===== src/rtl/fdct_pkg.sv =====
// ----------------------------------------------------------------------------
// fdct_pkg
// Types and constants shared by the frame driven clock and timers block.
// ----------------------------------------------------------------------------
package fdct_pkg;

    localparam logic [2:0] KIND_TICK        = 3'd0;
    localparam logic [2:0] KIND_SET_CLOCK   = 3'd1;
    localparam logic [2:0] KIND_SHIFT_CLOCK = 3'd2;
    localparam logic [2:0] KIND_GAME_START  = 3'd3;
    localparam logic [2:0] KIND_GAME_STOP   = 3'd4;
    localparam logic [2:0] KIND_MOVE_RESET  = 3'd5;
    localparam logic [2:0] KIND_NOTICE      = 3'd6;
    localparam logic [2:0] KIND_MARKER      = 3'd7;

    localparam logic [7:0] REG_FRAMES_PER_SECOND = 8'd0;
    localparam logic [7:0] REG_BLINK_FRAMES      = 8'd1;

    localparam logic [7:0] FPS_RESET   = 8'd50;
    localparam logic [7:0] BLINK_RESET = 8'd25;

    localparam logic [6:0] HMS_MAX_HOUR = 7'd99;
    localparam logic [5:0] HMS_MAX_MS   = 6'd59;
    localparam logic [6:0] SIXTY        = 7'd60;
    localparam logic [5:0] DAY_HOURS    = 6'd24;

    typedef struct packed {
        logic [2:0]        kind;
        logic [4:0]        set_hour;
        logic [5:0]        set_minute;
        logic [5:0]        set_second;
        logic signed [5:0] hour_shift;
        logic [7:0]        notice_load;
        logic              notice_is_error;
        logic              marker_on;
    } t_cmd;

    typedef struct packed {
        logic [7:0] frames_per_second;
        logic [7:0] blink_frames;
    } t_cfg;

    typedef struct packed {
        logic       clock_ok;
        logic [4:0] clock_hour_out;
        logic [5:0] clock_minute_out;
        logic       game_running;
        logic [6:0] game_hour_out;
        logic [5:0] game_minute_out;
        logic [6:0] turn_hour_out;
        logic [5:0] turn_minute_out;
        logic [5:0] turn_second_out;
        logic       marker_shown;
        logic       notice_expired;
    } t_result;

endpackage


===== src/rtl/fdct_in_reg.sv =====
// ----------------------------------------------------------------------------
// fdct_in_reg
// Input register stage that holds one command until the core takes it.
// ----------------------------------------------------------------------------
module fdct_in_reg (
    input  logic          i_clk,
    input  logic          i_rst_n,
    input  logic          i_valid,
    output logic          o_ready,
    input  fdct_pkg::t_cmd i_cmd,
    input  logic          i_advance,
    output logic          o_valid,
    output fdct_pkg::t_cmd o_cmd
);
    import fdct_pkg::*;

    logic r_valid;
    t_cmd r_cmd;

    assign o_ready = !r_valid || i_advance;
    assign o_valid = r_valid;
    assign o_cmd   = r_cmd;

    always_ff @(posedge i_clk) begin
        if (!i_rst_n) begin
            r_valid <= 1'b0;
        end else if (o_ready) begin
            r_valid <= i_valid;
        end
    end

    always_ff @(posedge i_clk) begin
        if (o_ready && i_valid) begin
            r_cmd <= i_cmd;
        end
    end

endmodule


===== src/rtl/fdct_core.sv =====
// ----------------------------------------------------------------------------
// fdct_core
// Counter state and the update that one command applies to it.
// ----------------------------------------------------------------------------
module fdct_core (
    input  logic             i_clk,
    input  logic             i_rst_n,
    input  logic             i_step,
    input  fdct_pkg::t_cmd   i_cmd,
    input  fdct_pkg::t_cfg   i_cfg,
    output fdct_pkg::t_result o_result
);
    import fdct_pkg::*;

    function automatic logic [18:0] hms_advance(input logic [18:0] v);
        logic [6:0] h;
        logic [6:0] m;
        logic [6:0] s;
        h = v[18:12];
        m = {1'b0, v[11:6]} + 7'd1;
        s = {1'b0, v[5:0]} + 7'd1;
        if (v[18:12] == HMS_MAX_HOUR && v[11:6] == HMS_MAX_MS && v[5:0] == HMS_MAX_MS) begin
            return v;
        end
        if (s >= SIXTY) begin
            s = 7'd0;
            if (m >= SIXTY) begin
                m = 7'd0;
                h = h + 7'd1;
            end
        end else begin
            m = {1'b0, v[11:6]};
        end
        return {h, m[5:0], s[5:0]};
    endfunction

    function automatic logic [4:0] hour_shift(input logic [4:0] h, input logic [5:0] d);
        logic [6:0] v;
        v = 7'd48 + {2'b00, h} + {d[5], d};
        if (v >= 7'd96) begin
            v = v - 7'd96;
        end
        if (v >= 7'd48) begin
            v = v - 7'd48;
        end
        if (v >= {1'b0, DAY_HOURS}) begin
            v = v - {1'b0, DAY_HOURS};
        end
        return v[4:0];
    endfunction

    logic [7:0]  r_frame_count,  n_frame_count;
    logic        r_wall_valid,   n_wall_valid;
    logic [4:0]  r_wall_hour,    n_wall_hour;
    logic [5:0]  r_wall_minute,  n_wall_minute;
    logic [5:0]  r_wall_second,  n_wall_second;
    logic        r_game_active,  n_game_active;
    logic [18:0] r_game_hms,     n_game_hms;
    logic [18:0] r_turn_hms,     n_turn_hms;
    logic        r_marker_active, n_marker_active;
    logic [7:0]  r_marker_frames, n_marker_frames;
    logic        r_marker_visible, n_marker_visible;
    logic [7:0]  r_notice_count, n_notice_count;
    logic        r_notice_err,   n_notice_err;

    logic [7:0] w_mark_inc;
    logic [7:0] w_fc_inc;
    logic [7:0] w_notice_dec;
    logic [6:0] w_ws_inc;
    logic [6:0] w_wm_inc;
    logic [5:0] w_wh_inc;
    logic       w_expired;

    assign w_mark_inc   = r_marker_frames + 8'd1;
    assign w_fc_inc     = r_frame_count + 8'd1;
    assign w_notice_dec = r_notice_count - 8'd1;
    assign w_ws_inc     = {1'b0, r_wall_second} + 7'd1;
    assign w_wm_inc     = {1'b0, r_wall_minute} + 7'd1;
    assign w_wh_inc     = {1'b0, r_wall_hour} + 6'd1;

    always_comb begin
        n_frame_count    = r_frame_count;
        n_wall_valid     = r_wall_valid;
        n_wall_hour      = r_wall_hour;
        n_wall_minute    = r_wall_minute;
        n_wall_second    = r_wall_second;
        n_game_active    = r_game_active;
        n_game_hms       = r_game_hms;
        n_turn_hms       = r_turn_hms;
        n_marker_active  = r_marker_active;
        n_marker_frames  = r_marker_frames;
        n_marker_visible = r_marker_visible;
        n_notice_count   = r_notice_count;
        n_notice_err     = r_notice_err;
        w_expired        = 1'b0;
        if (i_step) begin
            case (i_cmd.kind)
                KIND_TICK: begin
                    if (r_marker_active) begin
                        if (w_mark_inc >= i_cfg.blink_frames) begin
                            n_marker_frames  = 8'd0;
                            n_marker_visible = !r_marker_visible;
                        end else begin
                            n_marker_frames = w_mark_inc;
                        end
                    end
                    if (!r_notice_err && r_notice_count != 8'd0) begin
                        n_notice_count = w_notice_dec;
                        w_expired      = (w_notice_dec == 8'd0);
                    end
                    if (r_game_active || r_wall_valid) begin
                        if (w_fc_inc >= i_cfg.frames_per_second) begin
                            n_frame_count = 8'd0;
                            if (r_game_active) begin
                                n_game_hms = hms_advance(r_game_hms);
                                n_turn_hms = hms_advance(r_turn_hms);
                            end
                            if (r_wall_valid) begin
                                if (w_ws_inc >= SIXTY) begin
                                    n_wall_second = 6'd0;
                                    if (w_wm_inc >= SIXTY) begin
                                        n_wall_minute = 6'd0;
                                        n_wall_hour   = (w_wh_inc >= DAY_HOURS) ?
                                                        5'd0 : w_wh_inc[4:0];
                                    end else begin
                                        n_wall_minute = w_wm_inc[5:0];
                                    end
                                end else begin
                                    n_wall_second = w_ws_inc[5:0];
                                end
                            end
                        end else begin
                            n_frame_count = w_fc_inc;
                        end
                    end
                end
                KIND_SET_CLOCK: begin
                    n_wall_hour   = i_cmd.set_hour;
                    n_wall_minute = i_cmd.set_minute;
                    n_wall_second = i_cmd.set_second;
                    n_wall_valid  = 1'b1;
                    n_frame_count = 8'd0;
                end
                KIND_SHIFT_CLOCK: begin
                    if (r_wall_valid && i_cmd.hour_shift != 6'sd0) begin
                        n_wall_hour = hour_shift(r_wall_hour, i_cmd.hour_shift);
                    end
                end
                KIND_GAME_START: begin
                    n_game_active = 1'b1;
                    n_game_hms    = 19'd0;
                    n_turn_hms    = 19'd0;
                    n_frame_count = 8'd0;
                end
                KIND_GAME_STOP: begin
                    n_game_active    = 1'b0;
                    n_frame_count    = 8'd0;
                    n_marker_active  = 1'b0;
                    n_marker_frames  = 8'd0;
                    n_marker_visible = 1'b0;
                end
                KIND_MOVE_RESET: begin
                    n_turn_hms    = 19'd0;
                    n_frame_count = 8'd0;
                end
                KIND_NOTICE: begin
                    n_notice_count = i_cmd.notice_load;
                    n_notice_err   = i_cmd.notice_is_error;
                end
                default: begin
                    n_marker_active  = i_cmd.marker_on;
                    n_marker_frames  = 8'd0;
                    n_marker_visible = i_cmd.marker_on;
                end
            endcase
        end
    end

    always_comb begin
        o_result.clock_ok         = n_wall_valid;
        o_result.clock_hour_out   = n_wall_hour;
        o_result.clock_minute_out = n_wall_minute;
        o_result.game_running     = n_game_active;
        o_result.game_hour_out    = n_game_hms[18:12];
        o_result.game_minute_out  = n_game_hms[11:6];
        o_result.turn_hour_out    = n_turn_hms[18:12];
        o_result.turn_minute_out  = n_turn_hms[11:6];
        o_result.turn_second_out  = n_turn_hms[5:0];
        o_result.marker_shown     = n_marker_visible;
        o_result.notice_expired   = w_expired;
    end

    always_ff @(posedge i_clk) begin
        if (!i_rst_n) begin
            r_frame_count    <= 8'd0;
            r_wall_valid     <= 1'b0;
            r_wall_hour      <= 5'd0;
            r_wall_minute    <= 6'd0;
            r_wall_second    <= 6'd0;
            r_game_active    <= 1'b0;
            r_game_hms       <= 19'd0;
            r_turn_hms       <= 19'd0;
            r_marker_active  <= 1'b0;
            r_marker_frames  <= 8'd0;
            r_marker_visible <= 1'b0;
            r_notice_count   <= 8'd0;
            r_notice_err     <= 1'b0;
        end else begin
            r_frame_count    <= n_frame_count;
            r_wall_valid     <= n_wall_valid;
            r_wall_hour      <= n_wall_hour;
            r_wall_minute    <= n_wall_minute;
            r_wall_second    <= n_wall_second;
            r_game_active    <= n_game_active;
            r_game_hms       <= n_game_hms;
            r_turn_hms       <= n_turn_hms;
            r_marker_active  <= n_marker_active;
            r_marker_frames  <= n_marker_frames;
            r_marker_visible <= n_marker_visible;
            r_notice_count   <= n_notice_count;
            r_notice_err     <= n_notice_err;
        end
    end

    a_start_clears: assert property (@(posedge i_clk) disable iff (!i_rst_n)
        i_step && i_cmd.kind == KIND_GAME_START |=>
        r_game_active && r_game_hms == 19'd0 && r_turn_hms == 19'd0 && r_frame_count == 8'd0)
        else $error("Game start did not clear the timers.");

    a_marker_idle: assert property (@(posedge i_clk) disable iff (!i_rst_n)
        !r_marker_active |-> !r_marker_visible && r_marker_frames == 8'd0)
        else $error("Inactive marker holds a blink phase.");

    a_expire_tick_only: assert property (@(posedge i_clk) disable iff (!i_rst_n)
        o_result.notice_expired |-> i_step && i_cmd.kind == KIND_TICK && !r_notice_err)
        else $error("Notice expired outside a counting tick.");

    a_hours_saturate: assert property (@(posedge i_clk) disable iff (!i_rst_n)
        r_game_hms[18:12] <= HMS_MAX_HOUR && r_turn_hms[18:12] <= HMS_MAX_HOUR)
        else $error("Elapsed timer passed its saturation hour.");

endmodule


===== src/rtl/frame_driven_clock_and_timers_top.sv =====
// ----------------------------------------------------------------------------
// frame_driven_clock_and_timers_top
// Frame-tick driven wall clock, game and turn timers, blinking marker and
// notice countdown, one result word for every command word.
//
//   Channel   Direction  Payload
//   s_axis    in         tuser: kind; tdata: command operands
//   m_axis    out        tdata: clock, timers, marker and notice status
//   cfg       in         index and data of a configuration register
//
// A command word is held in the input register, and the result that the core
// computes from it is registered in the output register. One word is taken
// per cycle while the output is not stalled. A stalled output holds the result
// while one further command waits in the input register. Reset is synchronous
// and loads 50 frames per second and 25 blink frames.
// ----------------------------------------------------------------------------
module frame_driven_clock_and_timers_top (
    input  logic        i_clk,
    input  logic        i_rst_n,
    input  logic        i_s_axis_tvalid,
    output logic        o_s_axis_tready,
    // set_hour, set_minute, set_second, hour_shift, notice_load,
    // notice_is_error, marker_on, zero fill
    input  logic [39:0] i_s_axis_tdata,
    // kind
    input  logic [2:0]  i_s_axis_tuser,
    output logic        o_m_axis_tvalid,
    input  logic        i_m_axis_tready,
    // clock_ok, clock_hour_out, clock_minute_out, game_running, game_hour_out,
    // game_minute_out, turn_hour_out, turn_minute_out, turn_second_out,
    // marker_shown, notice_expired, zero fill
    output logic [47:0] o_m_axis_tdata,
    input  logic        i_cfg_valid,
    output logic        o_cfg_ready,
    input  logic [7:0]  i_cfg_index,
    input  logic [7:0]  i_cfg_data
);
    import fdct_pkg::*;

    t_cmd    w_in_cmd;
    t_cmd    w_cmd;
    t_cfg    r_cfg;
    t_result w_result;
    t_result r_out;
    logic    w_cmd_valid;
    logic    w_advance;
    logic    r_out_valid;

    assign w_in_cmd.kind            = i_s_axis_tuser;
    assign w_in_cmd.set_hour        = i_s_axis_tdata[4:0];
    assign w_in_cmd.set_minute      = i_s_axis_tdata[10:5];
    assign w_in_cmd.set_second      = i_s_axis_tdata[16:11];
    assign w_in_cmd.hour_shift      = i_s_axis_tdata[22:17];
    assign w_in_cmd.notice_load     = i_s_axis_tdata[30:23];
    assign w_in_cmd.notice_is_error = i_s_axis_tdata[31];
    assign w_in_cmd.marker_on       = i_s_axis_tdata[32];

    assign w_advance = w_cmd_valid && (!r_out_valid || i_m_axis_tready);

    fdct_in_reg u_in_reg (
        .i_clk     (i_clk),
        .i_rst_n   (i_rst_n),
        .i_valid   (i_s_axis_tvalid),
        .o_ready   (o_s_axis_tready),
        .i_cmd     (w_in_cmd),
        .i_advance (w_advance),
        .o_valid   (w_cmd_valid),
        .o_cmd     (w_cmd)
    );

    fdct_core u_core (
        .i_clk    (i_clk),
        .i_rst_n  (i_rst_n),
        .i_step   (w_advance),
        .i_cmd    (w_cmd),
        .i_cfg    (r_cfg),
        .o_result (w_result)
    );

    assign o_cfg_ready = 1'b1;

    always_ff @(posedge i_clk) begin
        if (!i_rst_n) begin
            r_cfg.frames_per_second <= FPS_RESET;
            r_cfg.blink_frames      <= BLINK_RESET;
        end else if (i_cfg_valid) begin
            case (i_cfg_index)
                REG_FRAMES_PER_SECOND: r_cfg.frames_per_second <= i_cfg_data;
                REG_BLINK_FRAMES:      r_cfg.blink_frames      <= i_cfg_data;
                default: begin
                end
            endcase
        end
    end

    always_ff @(posedge i_clk) begin
        if (!i_rst_n) begin
            r_out_valid <= 1'b0;
        end else if (w_advance) begin
            r_out_valid <= 1'b1;
        end else if (i_m_axis_tready) begin
            r_out_valid <= 1'b0;
        end
    end

    always_ff @(posedge i_clk) begin
        if (w_advance) begin
            r_out <= w_result;
        end
    end

    assign o_m_axis_tvalid = r_out_valid;
    assign o_m_axis_tdata  = {1'b0,
                              r_out.notice_expired,
                              r_out.marker_shown,
                              r_out.turn_second_out,
                              r_out.turn_minute_out,
                              r_out.turn_hour_out,
                              r_out.game_minute_out,
                              r_out.game_hour_out,
                              r_out.game_running,
                              r_out.clock_minute_out,
                              r_out.clock_hour_out,
                              r_out.clock_ok};

endmodule


===== config.mk =====
export PLATFORM = sky130hd
export DESIGN_NAME = frame_driven_clock_and_timers_top
export DESIGN_NICKNAME = d
export VERILOG_FILES = /design/src/rtl/fdct_pkg.sv /design/src/rtl/fdct_in_reg.sv /design/src/rtl/fdct_core.sv /design/src/rtl/frame_driven_clock_and_timers_top.sv
export SDC_FILE = /design/constraint.sdc
export NUM_CORES = 1
export LEC_CHECK = 0
export ABC_AREA = 0
export BUFFER_PORTS_ARGS = -buffer_cell sky130_fd_sc_hd__buf_4
export CAP_MARGIN = 20
export CORE_UTILIZATION = 55
export DETAILED_ROUTE_END_ITERATION = 6
export GPL_TIMING_DRIVEN = 0
export PLACE_DENSITY = 0.85
export SYNTH_ARGS = -nofsm -noshare
export SYNTH_HDL_FRONTEND = slang
export SYNTH_SLANG_ARGS = --single-unit

===== constraint.sdc =====
create_clock -name i_clk -period 6.05 [get_ports i_clk]
set_clock_uncertainty 0.2 [all_clocks]
set_input_delay 1.21 -clock i_clk [delete_from_list [all_inputs] [get_ports i_clk]]
set_output_delay 1.21 -clock i_clk [all_outputs]
set_load 0.005 [all_outputs]

Word-level counts from Yosys, hierarchy flattened:

Cells that the tools add are included.

* word-level logic and storage cells: 212
* register bits: 185
* output and inout port bits: 51
* input bits: 64

* bitwise gates (word level): 2
* mux-type cells: 85
* reduce and logical (&&, ||, !) cells: 39
* eq/ne operators: 20
* add/subtract/negate cells: 17
* magnitude comparators: 12

Operators by type and width (count)
* 19-bit 2-to-1 mux: 12
* 6-bit 2-to-1 mux: 16
* 7-bit 2-to-1 mux: 12
* 19-bit one-hot mux with 2 select lines: 2
* 7-bit by 6-bit >= comparator with 1-bit output (second input constant): 7
* 8-bit one-hot mux with 2 select lines: 3
* 5-bit 2-to-1 mux: 9
* 6-bit by 1-bit adder with 7-bit output (second input constant): 6
* 8-bit 2-to-1 mux: 5
* 6-bit == test (second input constant): 4
* 6-bit one-hot mux with 2 select lines: 2
* 1-bit 2-to-1 mux: 20
* 8-bit by 1-bit adder with 8-bit output (second input constant): 2
* 8-bit >= comparator: 2
* 8-bit logical NOT: 2
* 5-bit one-hot mux with 3 select lines: 1
* 7-bit by 1-bit adder with 7-bit output (second input constant): 2
* 7-bit == test (second input constant): 2
* 2-bit by 1-bit != test with 1-bit output (second input constant): 6
* 2-bit AND reduction: 5
* 2-bit nonzero test: 5
* 3-bit == test (second input constant): 3
* 3-bit AND reduction: 3
* 8-bit by 1-bit == test with 1-bit output (second input constant): 1
* 28 further kinds: 43

Longest topological paths before layout:

Gate-level depths: netlist of the first run.

* word-level depth: 17
* depth in mapped cells: 19
* gate-level depth less buffers: 17

Modules after synthesis:

A second synthesis of the first run with hierarchy kept.

* cell total of the unflattened synthesis: 1124
* area total of the unflattened synthesis: 10385.0 µm²

Modules (own cells, without submodules)
* fdct_core: seq. area each 1681.6 µm², area each 7100.6 µm², instances 1, cells an instance 957
* frame_driven_clock_and_timers_top: seq. area each 1751.7 µm², area each 2145.8 µm², instances 1, cells an instance 126
* fdct_in_reg: seq. area each 1101.1 µm², area each 1138.6 µm², instances 1, cells an instance 41

Worst setup path before layout of the first run:

Ideal clock, no wire load.

* path type: reg-to-reg
* start: reg u_core.r_wall_hour[1]
* end: reg r_out (netlist bit o_m_axis_tdata[4]), data pin
* library setup time: 0.268 ns
* slack: 1.810 ns
* stages on the path, launching flop included: 15
* arrival: 3.772 ns
* path buffers: 0
* period minus slack after synthesis: 4.240 ns
* required time: 5.582 ns
* cells stage by stage: dfxtp_1 -> ha_1 -> ha_1 -> fa_1 -> a21o_1 -> a2111o_1 -> a31oi_1 -> ha_1 -> and3_1 -> nor3_2 -> mux2_2 -> ha_1 -> o21bai_1 -> a2111oi_2 -> nor2_1

* cells in the longest elaborated chain, start to end: 17
* elaborated cells between the ends (all ways): 28
* those cells by class: add/sub: 6; order compare: 4; mux: 18

RTL lines
* start: declaration: line fdct_core.sv:54 `logic [4:0] r_wall_hour, n_wall_hour;`
* start signal: assignment: line fdct_core.sv:211 `r_wall_hour <= n_wall_hour;`
* 6-bit by 5-bit adder with 7-bit output: line fdct_core.sv:39 `v = 7'd48 + {2'b00, h} + {d[5], d};`
* 7-bit adder: line fdct_core.sv:39
* 7-bit subtractor / 7-bit >= comparator (equally long branches): line fdct_core.sv:41, fdct_core.sv:40
* 7-bit 2-to-1 mux: line fdct_core.sv:40 `if (v >= 7'd96) begin`
* 7-bit 2-to-1 mux: line fdct_core.sv:145 `if (r_wall_valid && i_cmd.hour_shift != 6'sd0) begin`
* 7-bit 2-to-1 mux: line fdct_core.sv:97 `case (i_cmd.kind)`
* 7-bit 2-to-1 mux: line fdct_core.sv:96 `if (i_step) begin`
* 7-bit by 6-bit subtractor with 7-bit output / 7-bit by 6-bit >= comparator with 1-bit output (equally long branches): line fdct_core.sv:44, fdct_core.sv:43
* [2 not listed]
* 7-bit 2-to-1 mux: line fdct_core.sv:97
* 7-bit 2-to-1 mux: line fdct_core.sv:96
* 7-bit by 5-bit >= comparator with 1-bit output / 5-bit subtractor (equally long branches): line fdct_core.sv:46, fdct_core.sv:47
* 5-bit 2-to-1 mux: line fdct_core.sv:46 `if (v >= {1'b0, DAY_HOURS}) begin`
* 5-bit 2-to-1 mux: line fdct_core.sv:145
* 5-bit one-hot mux with 3 select lines *: line fdct_core.sv:97
* 5-bit 2-to-1 mux *: line fdct_core.sv:96
* via u_core.n_wall_hour[3]: line fdct_core.sv:54
* end signal: assignment: line frame_driven_clock_and_timers_top.sv:108 `r_out <= w_result;`
* end: declaration: line frame_driven_clock_and_timers_top.sv:44 `t_result r_out;`

The timed path passes the listed nets; every way through them passes the cells marked *. The select of a mux whose other input is x is not followed.
A chain may end at the register's enable or synchronous reset.

Worst setup path in the final report of the first run:

* start: reg u_core.r_wall_hour[4]
* end: reg r_out (netlist bit o_m_axis_tdata[4]), data pin

The elaborated chain is that of the path after synthesis.

==> results of run 1 <==
## tightest hold or removal path: cells and delay by family, from the launching register on
family / cells / cell delay, ns
DFF: 1 / 0.33
muxes: 1 / 0.07
and+or+nand+nor: 1 / 0.05
## cells by family (layout without fill, tap and decap cells)
logic type	after synthesis	after routing	synth area share, %
fa+ha+maj	45	45	5.804
buf+inv	89	228	3.592
xor+xnor	18	18	1.611
simple gates	392	392	20.80
compound gates	275	275	18.90
other cells	2	2	0.07674
mux	27	27	2.889
flops	185	185	46.33
## metal layers
metal / vias to the layer above / part of all wire, %
li1: 4076 / -
met4: 0 / 2.6
met2: 376 / 47
met5: - / 0
met3: 50 / 7.2
met1: 3999 / 44
## cell usage after synthesis (6+ instances only)
| library cell | count |
|---|---|
| o21a_1 | 6 |
| xor2_1 | 7 |
| mux2_2 | 6 |
| or4_1 | 9 |
| mux2i_1 | 20 |
| nor3b_1 | 6 |
| nand3b_1 | 6 |
| nand3_1 | 38 |
| dfxtp_1 | 102 |
| a21oi_1 | 59 |
| or3_1 | 8 |
| a21o_1 | 13 |
| clkbuf_1 | 39 |
| nand2b_1 | 12 |
| nor3_1 | 21 |
| inv_1 | 37 |
| and3_1 | 14 |
| a31oi_1 | 15 |
| a211oi_1 | 11 |
| edfxtp_1 | 83 |
| and2_1 | 46 |
| xnor2_1 | 11 |
| o21ai_0 | 68 |
| nand4_1 | 12 |
| nor2b_1 | 7 |
| ha_1 | 43 |
| a22o_1 | 8 |
| a22oi_1 | 21 |
| nand2_1 | 91 |
| o22ai_1 | 6 |
| nor4_1 | 7 |
| o31ai_1 | 10 |
| nor2_1 | 90 |
## layout make-up
class | count | area, sq um
multi-input combinational | 759 | 4902
buffer | 51 | 210.2
timing repair buffer | 107 | 820.8
fill | 1355 | 5909
sequential | 185 | 4534
clock buffer | 17 | 425.4
inverter | 38 | 142.6
tap | 225 | 281.5
clock inverter | 15 | 130.1
## placed cells by master, fill, tap and decap left out, types with 11 or more instances in the layout
cell and n:
clkbuf_16 17, nand3_1 38, and3_1 14, nor3_1 21, inv_1 37, nand2_1 91
a21oi_1 59, a22oi_1 21, nand4_1 12, ha_1 43, nor2_1 90, a31oi_1 15
clkbuf_1 38, a211oi_1 11, a21o_1 13, buf_4 108, dfxtp_1 102, o21ai_0 68
nand2b_1 12, and2_1 45, xnor2_1 11, mux2i_1 20, edfxtp_1 83
## where the power goes
| part | switching [uW] | internal [uW] |
|---|---|---|
| Clock | 516 | 542 |
| Combinational | 121 | 93.8 |
| Sequential | 19.0 | 1340 |
## registers in the layout, summed over array words and instances (netlist names), 5 cells and up
name / count
u_core.r_frame_count: 8
u_core.r_wall_minute: 6
u_core.r_wall_second: 6
u_core.r_notice_count: 8
u_core.r_marker_frames: 8
r_cfg: 16
o_m_axis_tdata: 47
u_core.r_game_hms: 19
u_in_reg.o_cmd: 36
u_core.r_turn_hms: 19
u_core.r_wall_hour: 5
## through the flow
step / utilization [%] / hold slack [ns] / cell area, sq um / std cells / worst slack [ns]
2_1_floorplan: - / 0.2446 / 9787 / 1033 / 1.810
3_3_place_gp: 62.55 / 0.2570 / 10860 / 1363 / 0.6540
3_5_place_dp: 62.72 / 0.2643 / 10890 / 1364 / 1.409
4_1_cts: 65.92 / 0.2838 / 11440 / 1396 / 1.408
5_1_grt: 65.95 / 0.3152 / 11450 / 1397 / 1.087
6_report: 65.95 / 0.2795 / 11450 / 1397 / 1.347
## worst max path at each step
stage | endpoint | slack, ns | depth (start not counted)
final | o_m_axis_tdata[4] | 1.35 | 16
after global routing | o_m_axis_tdata[4] | 1.09 | 16
after CTS | o_m_axis_tdata[4] | 1.41 | 14
after detailed placement | o_m_axis_tdata[4] | 1.41 | 14
after global placement | u_core.r_frame_count[3] | 0.65 | 8
after floorplan | o_m_axis_tdata[4] | 1.81 | 14
==> results.md, run 1 <==
- STA classifies the critical path endpoint as a register.
- In this run the power density over the cells is 230.0 mW/mm^2.
- The number of iterations in the first detailed-routing pass is 6.
- The maximum frequency from static timing analysis is 0.2126 GHz.
- The endpoint of the worst register-to-register path is o_m_axis_tdata[4].
- The number of max-cap violations is 0.
- The number of antenna violations at the first check in global routing was 0.
- Ranked by total cell area, the synthesized netlist is headed by edfxtp_1 25%, dfxtp_1 21%, ha_1 5.5%.
- Summed over all layers, the routed wires come to 22.69 mm.
- Setup slack on the worst reg-to-reg path comes out at 1.35 ns.
- In this run, synthesis produced a sequential element count of 185.
- Post-CTS repair changed the size of 0 cells.
- In the routed layout, each cell is associated on average with a via count of 6.085.
- The worst hold path passes through 2 cells.
- The portion of the clock cycle consumed by the worst path in the final layout is 77.73%.
- The total leakage power is 0.004451 uW.
- The clock-pin slew on the worst setup and hold paths is 0.08 ns.
- The first global-routing pass estimated 36.54 mm of wire.
- The H-tree generated during clock tree synthesis spans 4 levels.
- The setup violation total in the final timing report is 0.
- Setup repair after global routing left no endpoint under its margin.
- Data on the critical path arrives at its endpoint at 4.69 ns.
- The startpoint of the most critical register-to-register path is u_core.r_wall_hour[4].
- The hold path startpoint is r_cfg[4].
- The vertical die dimension is 135.4 microns.
- Input and output buffers added on the ports amount to 105.
- In the final routed layout, each cell accounts on average for 16.24 microns.
- The number of global-route vias before repair is 7814.
- The layer flagged by global routing as most heavily used is met2.
- The number of hold buffers added after CTS was 0.
- The clock drives 185 sinks.
- In the final timing run, aggregate negative setup slack is 0 ns.
- For met2 alone, demand over resource in global routing was 41.11%.
- The hold path endpoint is r_cfg[4].
- The congestion estimate from routability-driven global placement came to 0.9167.
- In this run the worst setup path begins at u_core.r_wall_hour[4].
- The number of cells on the worst reg-to-reg path is 16.
- The full die area is 0.01833 sq mm.
- Counting both buffers and inverters, the worst setup path holds a total of 5.
- Data on the critical path is required at its endpoint by 6.04 ns.
- The starting density of the core is 56.39%.
- The maximum buffer depth of the clock tree is 2.
- In this run the worst path has a maximum fanout of 10.
- The number of warnings printed during yosys synthesis is 0.
- The worst setup path is launched from a register.
- The number of antenna diodes in the final layout is 0.
- Global routing used 25.26% of the available tracks.
- Across the VDD grid, the largest voltage drop is 0.0002141 V.
- The number of nets in the synthesized netlist is 1141.
- The cell at the root of the clock tree is clkbuf_16.
- The class of the most critical hold timing path is register to register.
- The area growth from synthesis to layout is 16.96%.
- The share of flip-flops with an asynchronous set or reset is 0%.
- The post-synthesis average cell area is 9.474 sq um.
- The via count is 8501.
- The count of standard-cell rows is 48.
- After global routing the overflow that remains totals 0.
- The final period demand of the worst path is 4.703 ns.
- The largest stage delay on the critical path is 0.45 ns.
- The actual slew at the worst max-slew pin is 0.9208 ns.
- 115 I/O pins were placed.
- The most used cell along the critical path is ha_1.
- The number of hold-slack violations in the final timing report is 0.
- The distinct cell type count after synthesis is 85.
- The number of standard cells after synthesis is 1033.
- In this run the remaining antenna-violating nets after routing total 0.
- The HPWL after detailed placement is 16.59 mm.
- The standard cell with the maximum stage delay on the critical path is a2111oi_2.
- The clock buffer count from CTS is 17.
- Global routing used 4.340% of the available met3 tracks.
- Summed over all instances, the cell type with the most area after synthesis is edfxtp_1.
- The synthesized design contains 83 enable-type register cells.
- The post-CTS setup-driven buffer insertion count is 0.
- For the worst-skew pair, the clock arrives at the later sink with an insertion delay of 0.45 ns.
- Total power for the finished layout comes to 2633 uW.
- The post-synth design cell area is 0.009787 sq mm.
- The run finished with clean final reports.
- Entering global routing, the biggest net connects 37 pins.
- Measured against its own limit, the worst slew margin works out to 38.61%.
- The classification of the worst setup path is register to register.
- The clock tree from TritonCTS is done.
- The net total in the final layout is 1267.
- In the final layout, the share of cells above drive strength 1 is 14.93%.
- After floorplanning, the core was sized to cover 0.01736 sq mm.
- The area share of the leading cell type in the synthesized netlist is 25.47%.
- The number of max-slew violations in the final report is 0.
- The die is 135.4 microns wide.
- Summing the sequential cell areas from Yosys gives 46.33% of the chip area.
- The critical path goes through clkbuf_1 -> inv_1 -> ha_1 -> inv_1 -> ha_1 -> buf_2 -> xor2_1 -> inv_1 -> ha_1 -> and3_1 -> or2_1 -> mux2_2 -> ha_1 -> o21bai_1 -> a2111oi_2 -> nor2_1.
- For met1 alone, demand over resource in global routing was 33.09%.
- The violation count after the first detailed-route iteration is 668.
- In the routed design, unresolved DRC markers number 0.
- The critical path's top delay family is adder cells.
- The most used flip-flop cell after synthesis is dfxtp_1.
Power figures use the tool's default switching activity.
==> inputs of run 2 (changes only) <==
--- a/config.mk
+++ b/config.mk
@@ -8,7 +8,7 @@
 export ABC_AREA = 0
 export BUFFER_PORTS_ARGS = -buffer_cell sky130_fd_sc_hd__buf_4
 export CAP_MARGIN = 20
-export CORE_UTILIZATION = 55
+export CORE_UTILIZATION = 53
 export DETAILED_ROUTE_END_ITERATION = 6
 export GPL_TIMING_DRIVEN = 0
 export PLACE_DENSITY = 0.85
==> constraint.sdc (replaced) <==
create_clock -name i_clk -period 4 [get_ports i_clk]
set_clock_uncertainty 0.2 [all_clocks]
set_input_delay 0.8 -clock i_clk [delete_from_list [all_inputs] [get_ports i_clk]]
set_output_delay 0.8 -clock i_clk [all_outputs]
set_load 0.005 [all_outputs]
==> run 2 against run 1 <==
  * The run now ends with negative setup slack left
  * Maximum frequency grew 14%
  * Sequential power grew 51%
  * Global-route usage grew 0.71 points
  * Count of clock-buffer cells in the layout grew 1
  * Critical path type unchanged
  * Critical endpoint is now u_core.r_wall_hour[3]
==> results.md, run 2 (synthesized netlist as in run 1, its figures left out) <==
- Summing internal, switching and leakage power gives 4232 uW.
- The clock tree from TritonCTS is done.
- The DRC violations left is 0.
- The clock-pin slew on the worst setup and hold paths is 0.07 ns.
- The total of hold buffers inserted after clock tree synthesis is 0.
- The final cell count without fillers is 1411.
- The first-pass GRT wire length is 38.37 mm.
- The final route contains 8694 vias.
- The category of the worst setup path launch point is a register.
- The most common cell after layout, fill and taps aside is buf_4.
- Setup repair after global routing could not meet its margin everywhere.
- Of the total power, the share spent switching nets is 23.28%.
- Setup violations remaining at the end of the flow were counted as 2.
- The worst setup path is captured at a register.
- The clock passes through at most 2 buffers.
- The placeable core area is 0.01802 sq mm.
- The clock network power share is 42.6%.
- The H-tree depth is 4.
- In this run the power density over the cells is 359.8 mW/mm^2.
- The post-route netlist has 17.85% of its cells at a drive strength greater than 1.
- TritonCTS created 17 clock buffers.
- The class of the most critical hold timing path is register to register.
- The analysis attributes to cell leakage a power of 0.004540 uW.
- The critical path's top delay family is compound AO/OA/AOI/OAI gates.
- The violation count after the first detailed-route iteration is 806.
- In this run the remaining antenna-violating nets after routing total 0.
- Entering global routing, the biggest net connects 37 pins.
- The number of iterations in the first detailed-routing pass is 6.
- The count of filler cells inserted in the layout is 1420.
- After detailed routing, the number of vias per cell comes to 6.162.
- The initial utilization of the core area, before any placement, comes to 54.30%.
- The placement-stage worst setup slack is -0.4828 ns.
- The register with the most flip-flops in the layout has 47 of them.
- The run finished, with violations left.
- The number of buffers and inverters on the critical path is 1.
- The maximum resistive drop on vdd is 0.0004742 V.
- Dividing the detail-routed wire length by the instance count gives 17.59 microns.
- The critical path goes through ha_1 -> ha_1 -> a21o_1 -> a2111o_1 -> a31oi_4 -> ha_4 -> or3_4 -> a21oi_2 -> a311o_1 -> mux2i_2 -> a2111oi_4 -> a2111oi_4 -> buf_4 -> nor3_2.
- The later-pin clock latency in the skew report is 0.44 ns.
- The power share of the sequential group is 48.7%.
- The full die area is 0.01901 sq mm.
- The switching power summed over all nets is 985.3 uW.
- For this design, the sink count on the clock tree is 185.
- Global routing consumed, over all layers together, 25.97% of the routing resources.
- The largest single stage delay on the critical path is 0.52 ns.
- The I/O pin count is 115.
- The number of global-route vias before repair is 8107.
- The number of max-slew violations in the final report came to 0.
- The placer congestion estimate is 0.8897.
- The post-placement cell count is 1368.
- The number of cells on the worst hold path is 2.
- Max-cap violations in this run came to 0.
- The worst reg2reg path depth is 14.
- The arrival time at the worst endpoint is 4.29 ns.
- The maximum fanout along the worst path is 8.
- At the pin with the least slew margin, the transition time is 0.9448 ns.
- The cell at the root of the clock tree is clkbuf_16.
- The wire-length estimate of the detail-placed layout is 16.98 mm.
- The final critical path takes up 103.3% of the cycle.
- Per report_power, the combinational group accounts for 8.8% of the total.
- After global routing the overflow that remains totals 0.
- The post-synthesis to final-layout area growth is 20.16%.
- At the worst endpoint, the required time is 4.16 ns.
- The final period demand of the worst path is 4.131 ns.
- The worst pin sits at a relative slew slack of 37.01%.
- The number of hold-slack violations in the final timing report is 0.
- 0 antenna diodes ended up in the layout.
- The standard cell with the maximum stage delay on the critical path is dfxtp_1.
- Timing would allow up to 0.2421 GHz.
- The worst hold-check slack is 0.2786 ns.
- The count of standard-cell rows is 49.
- After the last flow step, the layout net total stands at 1277.
- The number of antenna violations at the first check in global routing came to 0.
- Counting buffers and inverters, the worst setup path is 14 cells deep.
- After layout, the worst setup slack is -0.1312 ns.
- The horizontal die dimension is 137.9 microns.
- The library cells used most frequently in the layout, excluding fill and tap cells, are 118 x buf_4, 100 x dfxtp_1, 91 x nand2_1, 88 x nor2_1, 83 x edfxtp_1.
- The checks that failed: negative setup slack.
- The count of buffers inserted at the top-level ports is 105.
- Wires add up to 24.82 mm.
- The internal portion of the total power is 3246 uW.
- The worst setup path is of the register to register kind.
- The vertical die dimension is 137.9 microns.
## run 2: changes by cell type in the layout (fill, tap and decap cells not counted), sizes merged
cell	before	now
bufinv	0	4
clkinvlp	0	2
buf	119	129
clkinv	6	5
a41oi	6	7
inv	47	41
## run 2: power by group through the flow
| stage | clock network, uW | registers [uW] | logic (uW) |
|---|---|---|---|
| final | 1800 | 2060 | 371 |
| after global routing | 1870 | 2060 | 402 |
| after CTS | 1810 | 2060 | 342 |
| after detailed placement | 0 | 2100 | 327 |
| after global placement | 0 | 2100 | 312 |
| after floorplan | 0 | 2090 | 184 |
## run 2: worst min-delay path, delay by kind of cell (launching register included)
kind	cells	cell delay, ns
AND/OR/NAND/NOR	1	0.06
multiplexers	1	0.07
flip-flops	1	0.33
## run 2: per-stage QoR
| stage | instance area [sq um] | utilization [%] | setup TNS [ns] |
|---|---|---|---|
| 6_report | 11760 | 65.24 | -0.1849 |
| 5_1_grt | 11760 | 65.24 | -0.5774 |
| 4_1_cts | 11610 | 64.42 | -0.1264 |
| 3_5_place_dp | 10920 | 60.56 | -1.692 |
| 3_3_place_gp | 10890 | 60.39 | -17.47 |
| 2_1_floorplan | 9811 | - | 0 |
## run 2: cell type report
cell class                      instances  area, sq um  share of cell area [%]
Buffer                                 50        207.7                   1.766
Clock buffer                           18        429.2                   3.649
Clock inverter                         14        193.9                   1.649
Inverter                               38        142.6                   1.213
Multi-Input combinational cell        760         5059                   43.02
Sequential cell                       185         4539                   38.60
Tap cell                              229        286.5                   2.436
Timing Repair Buffer                  117        902.1                   7.671
## run 2: worst paths after layout
kind	start	end	slack (ns)
setup / recovery	u_core.r_wall_hour[3]	u_core.r_wall_hour[3]	-0.13
hold / removal	r_cfg[4]	r_cfg[4]	0.28
setup reg to reg	u_core.r_wall_hour[3]	u_core.r_wall_hour[3]	-0.13
hold reg to reg	r_cfg[4]	r_cfg[4]	0.28
## run 2: timing repair
| item | CTS | global route |
|---|---|---|
| gates cloned | 0 | 1 |
| pin swaps | 7 | 8 |
| buffers inserted | 6 | 5 |
| endpoints found under the setup margin | 4 | 14 |
| gates resized for setup | 6 | 24 |
## run 2: routing by layer
metal / routed length [microns] / vias to the layer above / GRT usage [%]
met2: 11760 / 418 / 43.11
met4: 961 / 0 / 12.20
li1: - / 4082 / -
met3: 1761 / 81 / 4.642
met1: 10330 / 4113 / 32.73
met5: 0 / - / 0
